===== src/hdl/atp_pkg.sv =====
// Shared types, character codes and byte classification for the text pretokenizer.
`timescale 1ns / 1ps

package atp_pkg;

    // Byte classes of a run
    localparam logic [2:0] CLS_NONE  = 3'd0;
    localparam logic [2:0] CLS_ALPHA = 3'd1;
    localparam logic [2:0] CLS_DIGIT = 3'd2;
    localparam logic [2:0] CLS_OTHER = 3'd3;
    localparam logic [2:0] CLS_SPACE = 3'd4;

    // Hold depth codes
    localparam logic [1:0] HELD_NONE = 2'd0;
    localparam logic [1:0] HELD_ONE  = 2'd1;
    localparam logic [1:0] HELD_TWO  = 2'd2;

    // Characters the contraction matcher looks for
    localparam logic [7:0] CH_APOS   = 8'h27;
    localparam logic [7:0] CH_SPACE  = 8'h20;
    localparam logic [7:0] CH_LOW_S  = 8'h73;
    localparam logic [7:0] CH_LOW_T  = 8'h74;
    localparam logic [7:0] CH_LOW_M  = 8'h6D;
    localparam logic [7:0] CH_LOW_D  = 8'h64;
    localparam logic [7:0] CH_LOW_R  = 8'h72;
    localparam logic [7:0] CH_LOW_V  = 8'h76;
    localparam logic [7:0] CH_LOW_L  = 8'h6C;
    localparam logic [7:0] CH_LOW_E  = 8'h65;

    // Input beat
    typedef struct packed {
        logic [7:0] in_byte;
        logic       end_of_text;
    } t_in_beat;

    // Result beat
    typedef struct packed {
        logic [7:0] out_byte;
        logic       piece_start;
        logic       text_done;
    } t_out_beat;

    // Up to three released bytes caused by one input beat
    typedef struct packed {
        logic [2:0][7:0] bytes;
        logic [2:0]      starts;
        logic [1:0]      cnt;
        logic            done;
    } t_group;

    // Outcome of running one byte through the run tracker
    typedef struct packed {
        logic       emit;
        logic       start;
        logic       hold;
        logic [2:0] run_class;
        logic       attached;
    } t_feed;

    function automatic logic [2:0] classify(input logic [7:0] b);
        logic [2:0] cls;
        if ((b >= 8'h41 && b <= 8'h5A) || (b >= 8'h61 && b <= 8'h7A)) begin
            cls = CLS_ALPHA;
        end else if (b >= 8'h30 && b <= 8'h39) begin
            cls = CLS_DIGIT;
        end else if (b == CH_SPACE || (b >= 8'h09 && b <= 8'h0D)) begin
            cls = CLS_SPACE;
        end else begin
            cls = CLS_OTHER;
        end
        return cls;
    endfunction

    // Extend the current run, start a new piece, or hold an apostrophe
    function automatic t_feed feed_byte(input logic [7:0] b, input logic last,
                                        input logic [2:0] rc, input logic att);
        t_feed      f;
        logic [2:0] cls;
        cls         = classify(b);
        f.emit      = 1'b0;
        f.start     = 1'b0;
        f.hold      = 1'b0;
        f.run_class = rc;
        f.attached  = att;
        priority if (att) begin
            f.emit      = 1'b1;
            f.run_class = cls;
            f.attached  = 1'b0;
        end else if (rc != CLS_NONE && cls == rc) begin
            f.emit = 1'b1;
        end else if (b == CH_APOS && !last) begin
            f.hold = 1'b1;
        end else begin
            f.emit      = 1'b1;
            f.start     = 1'b1;
            f.run_class = cls;
            f.attached  = (b == CH_SPACE);
        end
        return f;
    endfunction

endpackage


===== src/hdl/atp_front.sv =====
// Front end: classifies each accepted byte, tracks runs and contractions, forms byte groups.
`timescale 1ns / 1ps

module atp_front
    import atp_pkg::*;
(
    input  logic     i_clk,
    input  logic     i_rst_n,
    input  logic     i_valid,
    input  t_in_beat i_beat,
    output t_group   o_group,
    output logic     o_group_valid
);

    logic [7:0] r_h0, n_h0;
    logic [7:0] r_h1, n_h1;
    logic [1:0] r_held_count, n_held_count;
    logic [2:0] r_run, n_run;
    logic       r_att, n_att;

    logic [7:0] b;
    logic       last;
    logic [2:0] rc_f;
    logic       att_f;
    logic [7:0] want;
    t_feed      f;
    t_group     grp;

    assign b    = i_beat.in_byte;
    assign last = i_beat.end_of_text;
    assign want = (r_h1 == CH_LOW_L) ? CH_LOW_L : CH_LOW_E;

    // Pick the run state the trailing byte is fed against
    always_comb begin
        unique case (r_held_count)
            HELD_ONE: begin
                rc_f  = CLS_OTHER;
                att_f = 1'b0;
            end
            HELD_TWO: begin
                rc_f  = CLS_ALPHA;
                att_f = 1'b0;
            end
            default: begin
                rc_f  = r_run;
                att_f = r_att;
            end
        endcase
    end

    assign f = feed_byte(b, last, rc_f, att_f);

    // Resolve held bytes and build the group of released bytes
    always_comb begin
        n_h0         = r_h0;
        n_h1         = r_h1;
        n_held_count = r_held_count;
        n_run        = r_run;
        n_att        = r_att;
        grp          = '0;
        unique case (r_held_count)
            HELD_ONE: begin
                if (b == CH_LOW_S || b == CH_LOW_T || b == CH_LOW_M || b == CH_LOW_D) begin
                    grp.bytes[0]  = r_h0;
                    grp.starts[0] = 1'b1;
                    grp.bytes[1]  = b;
                    grp.cnt       = 2'd2;
                    n_held_count  = HELD_NONE;
                    n_run         = CLS_NONE;
                end else if ((b == CH_LOW_R || b == CH_LOW_V || b == CH_LOW_L) && !last) begin
                    n_h1         = b;
                    n_held_count = HELD_TWO;
                end else begin
                    grp.bytes[0]  = r_h0;
                    grp.starts[0] = 1'b1;
                    grp.bytes[1]  = b;
                    grp.starts[1] = f.start;
                    grp.cnt       = f.emit ? 2'd2 : 2'd1;
                    n_held_count  = f.hold ? HELD_ONE : HELD_NONE;
                    n_h0          = f.hold ? b : r_h0;
                    n_run         = f.run_class;
                    n_att         = f.attached;
                end
            end
            HELD_TWO: begin
                grp.bytes[0]  = r_h0;
                grp.starts[0] = 1'b1;
                grp.bytes[1]  = r_h1;
                grp.bytes[2]  = b;
                if (b == want) begin
                    grp.cnt      = 2'd3;
                    n_held_count = HELD_NONE;
                    n_run        = CLS_NONE;
                end else begin
                    grp.starts[1] = 1'b1;
                    grp.starts[2] = f.start;
                    grp.cnt       = f.emit ? 2'd3 : 2'd2;
                    n_held_count  = f.hold ? HELD_ONE : HELD_NONE;
                    n_h0          = f.hold ? b : r_h0;
                    n_run         = f.run_class;
                    n_att         = f.attached;
                end
            end
            default: begin
                grp.bytes[0]  = b;
                grp.starts[0] = f.start;
                grp.cnt       = f.emit ? 2'd1 : 2'd0;
                n_held_count  = f.hold ? HELD_ONE : HELD_NONE;
                n_h0          = f.hold ? b : r_h0;
                n_run         = f.run_class;
                n_att         = f.attached;
            end
        endcase
        // Flush at end of text and return to text-start state
        if (last) begin
            grp.done     = 1'b1;
            n_held_count = HELD_NONE;
            n_run        = CLS_NONE;
            n_att        = 1'b0;
        end
    end

    assign o_group       = grp;
    assign o_group_valid = i_valid && (grp.cnt != 2'd0);

    // Advance run state on each accepted beat
    always_ff @(posedge i_clk) begin
        if (!i_rst_n) begin
            r_held_count <= HELD_NONE;
            r_run        <= CLS_NONE;
            r_att        <= 1'b0;
        end else if (i_valid) begin
            r_held_count <= n_held_count;
            r_run        <= n_run;
            r_att        <= n_att;
        end
    end

    // Held bytes carry no reset
    always_ff @(posedge i_clk) begin
        if (i_valid) begin
            r_h0 <= n_h0;
            r_h1 <= n_h1;
        end
    end

endmodule


===== src/hdl/atp_group_fifo.sv =====
// Short queue of byte groups between the front end and the serializer.
`timescale 1ns / 1ps

module atp_group_fifo
    import atp_pkg::*;
#(
    parameter int DEPTH = 4
) (
    input  logic   i_clk,
    input  logic   i_rst_n,
    input  logic   i_wr,
    input  t_group i_wr_data,
    output logic   o_full,
    input  logic   i_rd,
    output t_group o_rd_data,
    output logic   o_empty
);

    localparam int PW = (DEPTH > 1) ? $clog2(DEPTH) : 1;
    localparam int CW = $clog2(DEPTH + 1);
    localparam logic [PW-1:0] LAST_PTR  = PW'(DEPTH - 1);
    localparam logic [CW-1:0] FULL_CNT  = CW'(DEPTH);

    t_group        r_mem [DEPTH];
    logic [PW-1:0] r_wr_ptr, r_rd_ptr;
    logic [CW-1:0] r_cnt;
    logic          wr_en, rd_en;

    assign o_full    = (r_cnt == FULL_CNT);
    assign o_empty   = (r_cnt == '0);
    assign wr_en     = i_wr && !o_full;
    assign rd_en     = i_rd && !o_empty;
    assign o_rd_data = r_mem[r_rd_ptr];

    // Store groups
    always_ff @(posedge i_clk) begin
        if (wr_en) begin
            r_mem[r_wr_ptr] <= i_wr_data;
        end
    end

    // Advance pointers and fill count
    always_ff @(posedge i_clk) begin
        if (!i_rst_n) begin
            r_wr_ptr <= '0;
            r_rd_ptr <= '0;
            r_cnt    <= '0;
        end else begin
            if (wr_en) begin
                r_wr_ptr <= (r_wr_ptr == LAST_PTR) ? '0 : r_wr_ptr + 1'b1;
            end
            if (rd_en) begin
                r_rd_ptr <= (r_rd_ptr == LAST_PTR) ? '0 : r_rd_ptr + 1'b1;
            end
            if (wr_en && !rd_en) begin
                r_cnt <= r_cnt + 1'b1;
            end else if (rd_en && !wr_en) begin
                r_cnt <= r_cnt - 1'b1;
            end
        end
    end

endmodule


===== src/hdl/atp_back.sv =====
// Back end: serializes byte groups into one result beat per cycle while pop is asserted.
`timescale 1ns / 1ps

module atp_back
    import atp_pkg::*;
(
    input  logic      i_clk,
    input  logic      i_rst_n,
    input  t_group    i_group,
    input  logic      i_group_avail,
    output logic      o_group_take,
    input  logic      i_pop,
    output t_out_beat o_beat,
    output logic      o_empty
);

    t_group     r_cur;
    logic       r_valid;
    logic [1:0] r_idx;
    logic       last_byte;
    logic       popped;

    assign last_byte    = (r_idx == (r_cur.cnt - 2'd1));
    assign popped       = r_valid && i_pop;
    assign o_group_take = i_group_avail && (!r_valid || (popped && last_byte));

    assign o_empty            = !r_valid;
    assign o_beat.out_byte    = r_cur.bytes[r_idx];
    assign o_beat.piece_start = r_cur.starts[r_idx];
    assign o_beat.text_done   = r_cur.done && last_byte;

    // Step through the current group, load the next when it drains
    always_ff @(posedge i_clk) begin
        if (!i_rst_n) begin
            r_valid <= 1'b0;
            r_idx   <= '0;
        end else if (o_group_take) begin
            r_valid <= 1'b1;
            r_idx   <= '0;
        end else if (popped) begin
            if (last_byte) begin
                r_valid <= 1'b0;
                r_idx   <= '0;
            end else begin
                r_idx <= r_idx + 2'd1;
            end
        end
    end

    // Group payload carries no reset
    always_ff @(posedge i_clk) begin
        if (o_group_take) begin
            r_cur <= i_group;
        end
    end

endmodule


===== src/hdl/ascii_text_pretokenizer_core.sv =====
// Top level of the streaming ASCII text pretokenizer.
//
//   channel  | handshake            | payload
//   ---------+----------------------+-----------------------------------------
//   input    | push / full          | i_in_data  (in_byte, end_of_text)
//   result   | pop / empty          | o_out_data (out_byte, piece_start, text_done)
//
// One byte is accepted per cycle while the queue is not full; the front end
// resolves it in the same cycle and writes the bytes it releases (one to three)
// as one group to the queue. The serializer hands out one result beat per cycle
// while pop is asserted, so a group of three needs three pops; the group queue
// absorbs the burst while input keeps flowing. With queue and serializer idle, the
// first released beat passes the queue, then the serializer register, to the ports.
// Synchronous reset empties the queue and serializer and returns to text start.
// full follows the queue alone; a stalled result side stalls input only when
// the queue fills.
`timescale 1ns / 1ps

module ascii_text_pretokenizer_core
    import atp_pkg::*;
#(
    parameter int GROUP_QUEUE_DEPTH = 4
) (
    input  logic      i_clk,
    input  logic      i_rst_n,
    input  logic      push,
    output logic      full,
    input  t_in_beat  i_in_data,
    input  logic      pop,
    output logic      empty,
    output t_out_beat o_out_data
);

    logic   in_accept;
    t_group front_group;
    logic   front_group_valid;
    t_group q_group;
    logic   q_empty;
    logic   q_take;

    assign in_accept = push && !full;

    atp_front u_front (
        .i_clk         (i_clk),
        .i_rst_n       (i_rst_n),
        .i_valid       (in_accept),
        .i_beat        (i_in_data),
        .o_group       (front_group),
        .o_group_valid (front_group_valid)
    );

    atp_group_fifo #(
        .DEPTH (GROUP_QUEUE_DEPTH)
    ) u_queue (
        .i_clk     (i_clk),
        .i_rst_n   (i_rst_n),
        .i_wr      (front_group_valid),
        .i_wr_data (front_group),
        .o_full    (full),
        .i_rd      (q_take),
        .o_rd_data (q_group),
        .o_empty   (q_empty)
    );

    atp_back u_back (
        .i_clk         (i_clk),
        .i_rst_n       (i_rst_n),
        .i_group       (q_group),
        .i_group_avail (!q_empty),
        .o_group_take  (q_take),
        .i_pop         (pop),
        .o_beat        (o_out_data),
        .o_empty       (empty)
    );

endmodule


===== config.mk =====
export PLATFORM = sky130hd
export DESIGN_NAME = ascii_text_pretokenizer_core
export DESIGN_NICKNAME = d
export VERILOG_FILES = /design/src/hdl/atp_pkg.sv /design/src/hdl/atp_front.sv /design/src/hdl/atp_group_fifo.sv /design/src/hdl/atp_back.sv /design/src/hdl/ascii_text_pretokenizer_core.sv
export SDC_FILE = /design/constraint.sdc
export NUM_CORES = 1
export LEC_CHECK = 0
export ABC_AREA = 1
export BUFFER_PORTS_ARGS = -buffer_cell sky130_fd_sc_hd__clkbuf_2
export CAP_MARGIN = 10
export CORE_ASPECT_RATIO = 1.4
export CORE_MARGIN = 3
export CORE_UTILIZATION = 45
export CTS_CLUSTER_DIAMETER = 30
export DETAILED_ROUTE_END_ITERATION = 16
export PLACE_DENSITY_LB_ADDON = 0.15
export SYNTH_ARGS = -nofsm -noshare
export SYNTH_HDL_FRONTEND = slang
export SYNTH_SLANG_ARGS = --single-unit

===== constraint.sdc =====
create_clock -name i_clk -period 3.5 [get_ports i_clk]
set_clock_uncertainty 0.15 [all_clocks]
set_input_delay 0.35 -clock i_clk [delete_from_list [all_inputs] [get_ports i_clk]]
set_output_delay 0.35 -clock i_clk [all_outputs]
set_load 0.05 [all_outputs]

Word level (Yosys, flattened, before mapping)
Memories as Yosys holds them, arrays and structs flattened. A register that Yosys moved wholly into a read port is not among the register bits.
Cells that the tools add are included.
{ "classes": {"addsub": 6, "magnitude_cmp": 9, "eq_ne": 25, "reduce_logical": 44, "n_bitwise": 2, "n_mul": 0, "shifts": 0, "mux": 66, "n_div": 0} }
{ "ops": {"columns": ["cell", "n"], "rows": [
  ["== test 8 x 7 -> 1 bit (second input constant)", 8],
  ["two-way mux 8 bit", 6],
  ["one-hot mux 8 bit (2 select lines)", 3],
  ["two-way mux 16 bit", 2],
  ["two-way mux 3 bit", 10],
  ["two-way mux 2 bit", 12],
  ["two-way mux 1 bit", 20],
  ["one-hot mux 3 bit (2 select lines)", 3],
  ["logical AND 1 bit", 17],
  ["binary-select mux 8 bit (select 2 bit)", 1],
  ["== test 8 x 6 -> 1 bit (second input constant)", 2],
  [">= comparator 8 x 7 -> 1 bit (second input constant)", 2],
  ["less-or-equal comparator 8 x 7 -> 1 bit (second input constant)", 2],
  ["two-way mux 4 bit", 4],
  ["AND reduction 4 bit", 3],
  ["!= test 3 bit (second input constant)", 3],
  ["== test 8 bit", 1],
  [">= comparator 8 x 4 -> 1 bit (second input constant)", 1],
  [">= comparator 8 x 6 -> 1 bit (second input constant)", 1],
  ["less-or-equal comparator 8 x 4 -> 1 bit (second input constant)", 1],
  ["less-or-equal comparator 8 x 6 -> 1 bit (second input constant)", 1],
  ["logical OR 1 bit", 8],
  ["nonzero test 2 bit", 4],
  ["adder 2 x 1 -> 2 bit (second input constant)", 3],
  ["other kinds (21)", 34]
]} }
{ "word_totals": {"regBits": 32, "ram_bits": 120, "memories": 1, "latch_bits": 0, "rom_bits": 0} }
{ "mem_list": {"columns": ["memory", "depth", "width", "rd", "rd_clocked_by_memory_dff", "wr", "line_no", "rtl"], "rows": [
  ["u_queue.r_mem", 4, 30, 1, 1, 1, "atp_group_fifo.sv:24", "t_group r_mem [DEPTH];"]
]} }

Depth between registers and ports, before layout
Gate-level depths: netlist (run 1).
{ "depth": {"ltp_word": 21, "depth_mapped": 22} }

Hierarchy
Synthesis (run 1) repeated with hierarchy kept, for this count alone.
{ "hier_totals": {"hier_cells": 713, "hier_area_um2": 8018.9} }
{ "by_module_without_submodules": {"columns": ["module", "area_each_um2", "n_inst", "cells_per_inst", "seq_area_each_um2"], "rows": [
  ["atp_group_fifo", 5004.8, 1, 363, 3783.6],
  ["atp_front", 1675.4, 1, 244, 600.6],
  ["atp_back", 1325.0, 1, 103, 960.9],
  ["ascii_text_pretokenizer_core", 13.8, 1, 3, 0.0]
]} }

Worst setup path after synthesis (run 1)
OpenSTA, ideal clock, no wires.
{ "synth_timing": {"path_kind": "register to register", "startpoint": "register u_front.r_held_count[0]", "endpoint": "memory u_queue.r_mem[3][0] in the netlist's numbering, enable pin", "setup_time_ns": 0.417, "synth_period_minus_slack_ns": 3.436, "path_stages_with_launch": 14, "slack_ns": 0.064, "n_path_buf": 0, "required_time_ns": 2.933, "arrival_time_ns": 2.870, "cell_sequence": "dfxtp_1 inv_1 ha_1 inv_2 nor2_2 inv_1 o21ai_1 o21ai_2 nand3_4 nand2_2 o21ai_2 nand2_4 nand2_2 nor2_1"} }
{ "synth_via": {"elab_chain_cells": 15, "word_cells_on_any_way": 22, "classes_between": "eq/ne: 3; mux: 13; reduce/logical: 6"} }
{ "synth_lines": {"columns": ["element", "line_no", "rtl"], "rows": [
  ["from (decl)", "atp_front.sv:17", "logic [1:0] r_held_count, n_held_count;"],
  ["from (signal assigned)", "atp_front.sv:133", "r_held_count <= n_held_count;"],
  ["== test 2 bit / == test 2 x 1 -> 1 bit (equally long branches)", "atp_front.sv:35, atp_front.sv:61", null],
  ["one-hot mux 3 bit (2 select lines)", "atp_front.sv:35", "unique case (r_held_count)"],
  ["== test 3 bit / nonzero test 3 bit (equally long branches)", "atp_pkg.sv:89", "end else if (rc != CLS_NONE && cls == rc) begin"],
  ["logical AND 1 bit", "atp_pkg.sv:89", null],
  ["two-way mux 1 bit", "atp_pkg.sv:89", null],
  ["two-way mux 1 bit", "atp_pkg.sv:85", "priority if (att) begin"],
  ["two-way mux 2 bit", "atp_front.sv:78", "grp.cnt = f.emit ? 2'd2 : 2'd1;"],
  ["two-way mux 4 bit", "atp_front.sv:70", "end else if ((b == CH_LOW_R || b == CH_LOW_V || b == CH_LOW_L) && !last) begin"],
  ["two-way mux 3 bit", "atp_front.sv:63", "if (b == CH_LOW_S || b == CH_LOW_T || b == CH_LOW_M || b == CH_LOW_D) begin"],
  ["one-hot mux 3 bit (2 select lines) (*)", "atp_front.sv:61", "unique case (r_held_count)"],
  ["nonzero test 2 bit (*)", "atp_front.sv:124", "assign o_group_valid = i_valid && (grp.cnt != 2'd0);"],
  ["logical AND 1 bit (*)", "atp_front.sv:124", null],
  ["logical AND 1 bit (*)", "atp_group_fifo.sv:31", "assign wr_en = i_wr && !o_full;"],
  ["two-way mux 1 bit (*)", "atp_group_fifo.sv:37", "if (wr_en) begin"],
  ["two-way mux 1 bit (not written as such) (*)", "atp_group_fifo.sv:38", "r_mem[r_wr_ptr] <= i_wr_data;"],
  ["to (decl)", "atp_group_fifo.sv:24", null]
]} }
Every way passes the cells marked *; elsewhere a longest branch is shown, timed or not.

Worst setup path after layout (run 1)
{ "layout_timing": {"startpoint": "register u_front.r_held_count[0]", "endpoint": "register u_queue.r_cnt[2]"} }
{ "layout_via": {"elab_chain_cells": 16, "word_cells_on_any_way": 25, "classes_between": "eq/ne: 3; mux: 12; reduce/logical: 10"} }
{ "layout_lines": {"columns": ["element", "line_no", "rtl"], "rows": [
  ["== test 2 bit / == test 2 x 1 -> 1 bit (equally long branches)", "atp_front.sv:35, atp_front.sv:61", null],
  ["one-hot mux 3 bit (2 select lines)", "atp_front.sv:35", null],
  ["== test 3 bit / nonzero test 3 bit (equally long branches)", "atp_pkg.sv:89", null],
  ["logical AND 1 bit", "atp_pkg.sv:89", null],
  ["two-way mux 1 bit", "atp_pkg.sv:89", null],
  ["two-way mux 1 bit", "atp_pkg.sv:85", null],
  ["two-way mux 2 bit", "atp_front.sv:78", null],
  ["two-way mux 4 bit", "atp_front.sv:70", null],
  ["two-way mux 3 bit", "atp_front.sv:63", null],
  ["one-hot mux 3 bit (2 select lines) (*)", "atp_front.sv:61", null],
  ["nonzero test 2 bit (*)", "atp_front.sv:124", null],
  ["logical AND 1 bit (*)", "atp_front.sv:124", null],
  ["logical AND 1 bit (*)", "atp_group_fifo.sv:31", null],
  ["named net u_queue.wr_en", "atp_group_fifo.sv:27", "logic wr_en, rd_en;"],
  ["zero test 1 bit", "atp_group_fifo.sv:57", "end else if (rd_en && !wr_en) begin"],
  ["logical AND 1 bit", "atp_group_fifo.sv:57", null],
  ["nonzero test 2 bit (no line)", null, null],
  ["to (signal assigned)", "atp_group_fifo.sv:56", "r_cnt <= r_cnt + 1'b1;"],
  ["to (signal assigned)", "atp_group_fifo.sv:58", "r_cnt <= r_cnt - 1'b1;"],
  ["to (decl)", "atp_group_fifo.sv:26", "logic [CW-1:0] r_cnt;"]
]} }
Mark *: on every way through the listed nets, which the timed path passes. The rest lies on a longest branch.
A chain may end at the register's enable or synchronous reset.

==> impl_metrics.ini, run 1 <==
[timing]
worst_pin_slew_ns = 1.13
relSlewSlack_pct = 24.7
timing.final.crit_share_pct = 90.9
fmax_mhz = 314
setup_violations = 0
fin_tns_setup_ns = 0
period_needed_ns = 3.18
hold_viol = 0
drv_slew = 0
rsz0062_at_grt = false

[die]
rows = 56
die_x_um = 117
die_h_um = 161
initial_utilization_pct = 46.1
coreArea_um2 = 16800
die_area_um2 = 18900
io-pin-count = 25

[yosys]
synth.top_cell.area_share_pct = 64.3
synth_flop_cell = edfxtp_1
synth_nets = 711
yosys-top-cells-count = 166 x edfxtp_1, 110 x nor2_1, 85 x nand2_1
synthCells = 689
synth_area_leaders = edfxtp_1 64%, nor2_1 5.3%, o21ai_0 5.2%
synth_warnings = 0
synth_area_um2 = 7750
ys_async_sr_fraction_pct = 0
synth-seq-cells = 182
yosys.cell_count.top_type = edfxtp_1
ys_types = 38
avgSynthCellArea_um2 = 11.2
yosys.area.top_type = edfxtp_1
ys_seq_area_share_pct = 68.4
synth-edff-count = 166

[setup_path]
reg2reg_slack_ns = 0.32
slowest_stage = fa_1
arrival_ns = 3.39
cp-start-kind = flip-flop
crit_chain = inv_1 -> ha_1 -> o21ai_0 -> nand4_1 -> nand2_2 -> nand3_4 -> nand2_2 -> o21ai_2 -> nand2_4 -> nand2_2 -> inv_1 -> ha_1 -> inv_1 -> fa_1 -> nor2_1 -> nor2_1 -> nand2_1 -> o21ai_0 -> a21oi_1
path_max_fanout = 5
slowest_delay_ns = 0.37
crit_type = flip-flop to flip-flop
r2r_start = u_front.r_held_count[0]
reg2reg_depth = 19
timing.rr.end = u_queue.r_cnt[2]
worstSetupEndpointType = flip-flop
required_ns = 3.70

[finish]
drive_gt1_share_pct = 13.9
layout.area.seq_um2 = 5310
final_area_um2 = 8690
n_antenna_cell = 0
nNetsFinal = 738
multi_input_area_um2 = 2100
nFillCells = 1491
synthToLayoutAreaGrowth_pct = 12.1

[clocking]
cts-root-buf = clkbuf_16
cts_setup_buffers = 0
clk_pin_slew_worst_paths_ns = 0.06
cts-resized-gates = 0
cts_tree = yes
cts_made_buffers = 17
holdBufCountCts = 0
clock_latency_ns = 0.42
cts_num_sinks = 182
htreeDepth = 4
cts.path.max_buffers = 2

[placement]
port_buffers = 24
dpl.hpwl_um = 11800
place_congestion = 0.885
dpl_cell_area_um2 = 8160

[grt]
grt_util_all_layers_pct = 19.9
grt_max_degree = 63
grt_overflow = 0
antenna_found_initial = 0
grt_pass1_vias = 5095
grt_pass1_wl_um = 27800

[power_and_ir_drop]
p_per_area_nw_per_um2 = 751
p_leak_uw = 0.00314
ir_worst_vdd_v = 0.000386
p_total_uw = 6520

[min_path]
hold_start = i_in_data[0]
hold_class = input pin to flip-flop
holdPathEnd = u_queue.r_mem[1][0]
hold_depth = 1

[job]
maxCapViolCount = 0

[drt]
drt_iter0_drc = 347
wirelength_um = 18000
wl_per_cell_um = 19.3
dr.pass1.iters = 5
viasPerCell = 5.53
dr_total_vias = 5153
drc_errors = 0
ant_nets = 0

[outcome]
status = finished, final reports clean
-- worst max-delay path, delay by kind of cell, from the launching register on --
family	cells	cell delay, ns
compound gates	4	0.63
buf+inv	3	0.20
flops	1	0.35
fa+ha+maj	3	0.85
simple gates	9	0.94
-- report_power, final --
part           internal, uW  total [uW]  switching [uW]
combinational           478        1860            1380
sequential             2870        2970             103
clock                   944        1700             753
total                  4290        6520            2230
-- metrics by stage --
stage | worst slack [ns] | hold WS, ns | util [%] | instances
finish | 0.317 | 0.0597 | 51.7 | 932
global route | 0.0625 | 0.0640 | 51.7 | 932
CTS | 0.338 | 0.0457 | 51.7 | 932
detailed placement | 0.295 | 0.321 | 48.5 | 900
global placement | 0.406 | 0.319 | 48.5 | 900
floorplan | 0.0635 | 0.299 | - | 689
-- placed cells by master, fill, tap and decap left out, drive strengths merged --
cell / synthesis / final
a21boi: 1 / 1
a21oi: 22 / 22
a32oi: 1 / 1
buf: 7 / 16
clkbuf: 25 / 48
clkinv: 3 / 7
clkinvlp: 0 / 3
dfxtp: 16 / 16
edfxtp: 166 / 166
fa: 1 / 1
ha: 8 / 8
inv: 54 / 55
nand2: 98 / 98
nand3: 26 / 26
nand3b: 2 / 2
nand4: 6 / 6
nor2: 114 / 114
nor3: 5 / 5
nor3b: 1 / 1
nor4: 1 / 1
o2111ai: 2 / 2
o211ai: 1 / 1
o21ai: 88 / 88
o22ai: 30 / 30
o31ai: 9 / 9
xor2: 2 / 2
-- area by class of cell --
| type | count | area share (%) |
|---|---|---|
| multi-input combinational | 418 | 24.1 |
| inverter | 57 | 2.48 |
| timing repair buffer | 40 | 3.34 |
| tap | 203 | 2.92 |
| sequential | 182 | 61.1 |
| clock buffer | 24 | 5.43 |
| clock inverter | 8 | 0.619 |
-- worst max path at each step --
stage,end,start,slack [ns],cells after the start
floorplan,u_queue.r_mem[3][0],u_front.r_held_count[0],0.06,13
global placement,u_queue.r_cnt[2],i_in_data[4],0.41,22
detailed placement,u_queue.r_cnt[2],i_in_data[4],0.30,22
CTS,u_queue.r_cnt[2],u_front.r_held_count[0],0.34,19
global route,u_queue.r_cnt[2],u_front.r_held_count[0],0.06,19
finish,u_queue.r_cnt[2],u_front.r_held_count[0],0.32,19
-- cells by family (layout without fill, tap and decap cells) --
group,after synthesis,count (layout),share of synthesized area (%)
flip-flops,182,182,68.4
adder cells (fa/ha/maj),9,9,1.55
AND/OR/NAND/NOR,253,253,14.0
XOR/XNOR,2,2,0.226
AO/OA/AOI/OAI,154,154,11.1
buffers and inverters,89,129,4.63
-- sequential cells by signal (all words and copies together) (netlist names) --
name	flops
u_back.r_valid	1
u_back.r_idx	2
u_back.r_cur	30
u_front.r_h0	8
u_front.r_h1	8
u_queue.r_mem	120
u_front.r_held_count	2
u_front.r_att	1
u_queue.r_rd_ptr	2
u_queue.r_cnt	3
u_front.r_run	3
u_queue.r_wr_ptr	2
-- metal layers --
metal,vias to the layer above,share of wire [%],global-route usage (%),wire length [um]
li1,2478,-,-,-
met1,2510,41,24.6,7360
met2,127,51,33.3,9220
met3,38,4.3,4.42,767
met4,0,3.4,8.61,609
met5,-,0,0,0
No activity file was read; power rests on OpenSTA's default activity.
==> run 2, diff against run 1 <==
--- a/config.mk
+++ b/config.mk
@@ -11,6 +11,7 @@
 export CORE_ASPECT_RATIO = 1.4
 export CORE_MARGIN = 3
 export CORE_UTILIZATION = 45
+export CTS_BUF_LIST = sky130_fd_sc_hd__clkbuf_4
 export CTS_CLUSTER_DIAMETER = 30
 export DETAILED_ROUTE_END_ITERATION = 16
 export PLACE_DENSITY_LB_ADDON = 0.15
==> run 2 against run 1 <==
Net effect: clock power is 43% lower; global-route usage is 0.16 points lower; total power is 11% lower; setup slack worse by 0.0049 ns; routed wire length is 0.18% lower; maximum frequency is 0.16% lower; non-clock buffer count is 8 higher; utilization is 1.3 points lower; largest power group unchanged.
==> impl_metrics.ini, run 2 (synthesis results as in run 1) <==
[setup_path]
reg2reg_depth = 19
slowest_delay_ns = 0.38
r2r_start = u_front.r_held_count[0]
reg2reg_slack_ns = 0.31
arrival_ns = 3.53
path_max_fanout = 5
crit_chain = inv_1 -> ha_1 -> o21ai_0 -> nand4_1 -> nand2_2 -> nand3_4 -> nand2_2 -> o21ai_2 -> nand2_4 -> nand2_2 -> inv_1 -> ha_1 -> inv_1 -> fa_1 -> nor2_1 -> nor2_1 -> nand2_1 -> o21ai_0 -> a21oi_1
slowest_stage = dfxtp_1
required_ns = 3.84
worstSetupEndpointType = flip-flop
timing.rr.end = u_queue.r_cnt[2]
crit_start = u_front.r_held_count[0]
crit_type = flip-flop to flip-flop
cp-start-kind = flip-flop

[finish]
drive_gt1_share_pct = 14.1
reg.largest.list = u_queue.r_mem: 120 flops, u_back.r_cur: 30 flops
largest_register_ffs = 120
final_cell_mix = 166 x edfxtp_1, 106 x nor2_1, 85 x nand2_1
nNetsFinal = 746
top_register = u_queue.r_mem
synthToLayoutAreaGrowth_pct = 9.30
final_common_cell = edfxtp_1

[die]
die_x_um = 117
die_area_um2 = 18900
coreArea_um2 = 16800
rows = 56
io-pin-count = 25
die_h_um = 161
initial_utilization_pct = 46.1

[timing]
relSlewSlack_pct = 26.1
period_needed_ns = 3.19
fmax_mhz = 314
timing.final.crit_share_pct = 91.1
setup_violations = 0
fin_tns_setup_ns = 0
worst_pin_slew_ns = 1.11
drv_slew = 0
hold_ws_ns = 0.0504
hold_viol = 0
rsz0062_at_grt = false

[job]
maxCapViolCount = 0

[clocking]
cts_tree = yes
cts.path.max_buffers = 2
clk_pin_slew_worst_paths_ns = 0.14
cts_setup_buffers = 0
cts_num_sinks = 182
cts-root-buf = clkbuf_4
clock_latency_ns = 0.55
cts_made_buffers = 17
htreeDepth = 4

[placement]
dpl.hpwl_um = 11800
place_congestion = 0.885
port_buffers = 24

[grt]
antenna_found_initial = 1
grt_util_all_layers_pct = 19.8
grt_max_degree = 63
grt_overflow = 0
grt_pass1_wl_um = 27700
grt_pass1_vias = 5077

[power_and_ir_drop]
p_per_area_nw_per_um2 = 685
ir_worst_vdd_v = 0.000390
p_leak_uw = 0.00305

[drt]
dr.pass1.iters = 5
wl_per_cell_um = 19.1
viasPerCell = 5.57
wirelength_um = 17900
ant_nets = 0
drt_iter0_drc = 277
drc_errors = 0
dr_total_vias = 5243

[min_path]
hold_depth = 5
holdPathEnd = u_back.r_idx[0]
hold_start = pop
hold_class = input pin to flip-flop

[outcome]
status = finished, final reports clean
[run 2: per-layer routing]
metal / global-route usage [%] / up-vias / share of wire (%)
li1: - / 2495 / -
met1: 24.7 / 2585 / 41
met2: 34.0 / 138 / 52
met3: 4.05 / 25 / 4.0
met4: 6.52 / 0 / 2.2
met5: 0 / - / 0
[run 2: area by class of cell]
type / instances / area, um2
multi-input combinational: 418 / 2100
fill: 1517 / 8340
tap: 203 / 254
clock inverter: 10 / 61.3
timing repair buffer: 48 / 370
inverter: 57 / 215
sequential: 182 / 5310
antenna: 1 / 2.50
clock buffer: 22 / 165
[run 2: timing repair]
item | in CTS | in global routing
hold buffers | 8 | 0
hold endpoints to repair | 18 | 0
gates resized for setup | 0 | 0
[run 2: worst max-delay path by stage]
| stage | end | slack (ns) | depth (start not counted) |
|---|---|---|---|
| floorplan | u_queue.r_mem[3][0] | 0.06 | 13 |
| global placement | u_queue.r_cnt[2] | 0.41 | 22 |
| detailed placement | u_queue.r_cnt[2] | 0.30 | 22 |
| CTS | u_queue.r_cnt[2] | 0.33 | 19 |
| global route | u_queue.r_cnt[2] | 0.05 | 19 |
| finish | u_queue.r_cnt[2] | 0.31 | 19 |
[run 2: critical path: cells and delay by family (launching register included)]
kind,cells,cell delay (ns)
AND/OR/NAND/NOR,9,0.92
adder cells (fa/ha/maj),3,0.85
AO/OA/AOI/OAI,4,0.64
flip-flops,1,0.38
buffers and inverters,3,0.20
[run 2: through the flow]
step	cell area (um2)	power, uW	utilization, %	worst slack (ns)	std cells
2_1_floorplan	7750	4300	-	0.0635	689
3_3_place_gp	8160	4840	48.5	0.406	900
3_5_place_dp	8160	4900	48.5	0.295	900
4_1_cts	8470	5860	50.4	0.328	940
5_1_grt	8470	6160	50.4	0.0493	941
6_report	8470	5810	50.4	0.312	941
[run 2: power by group]
group / switching [uW] / internal [uW] / total (uW)
combinational: 1380 / 484 / 1860
sequential: 105 / 2860 / 2970
clock: 662 / 314 / 976
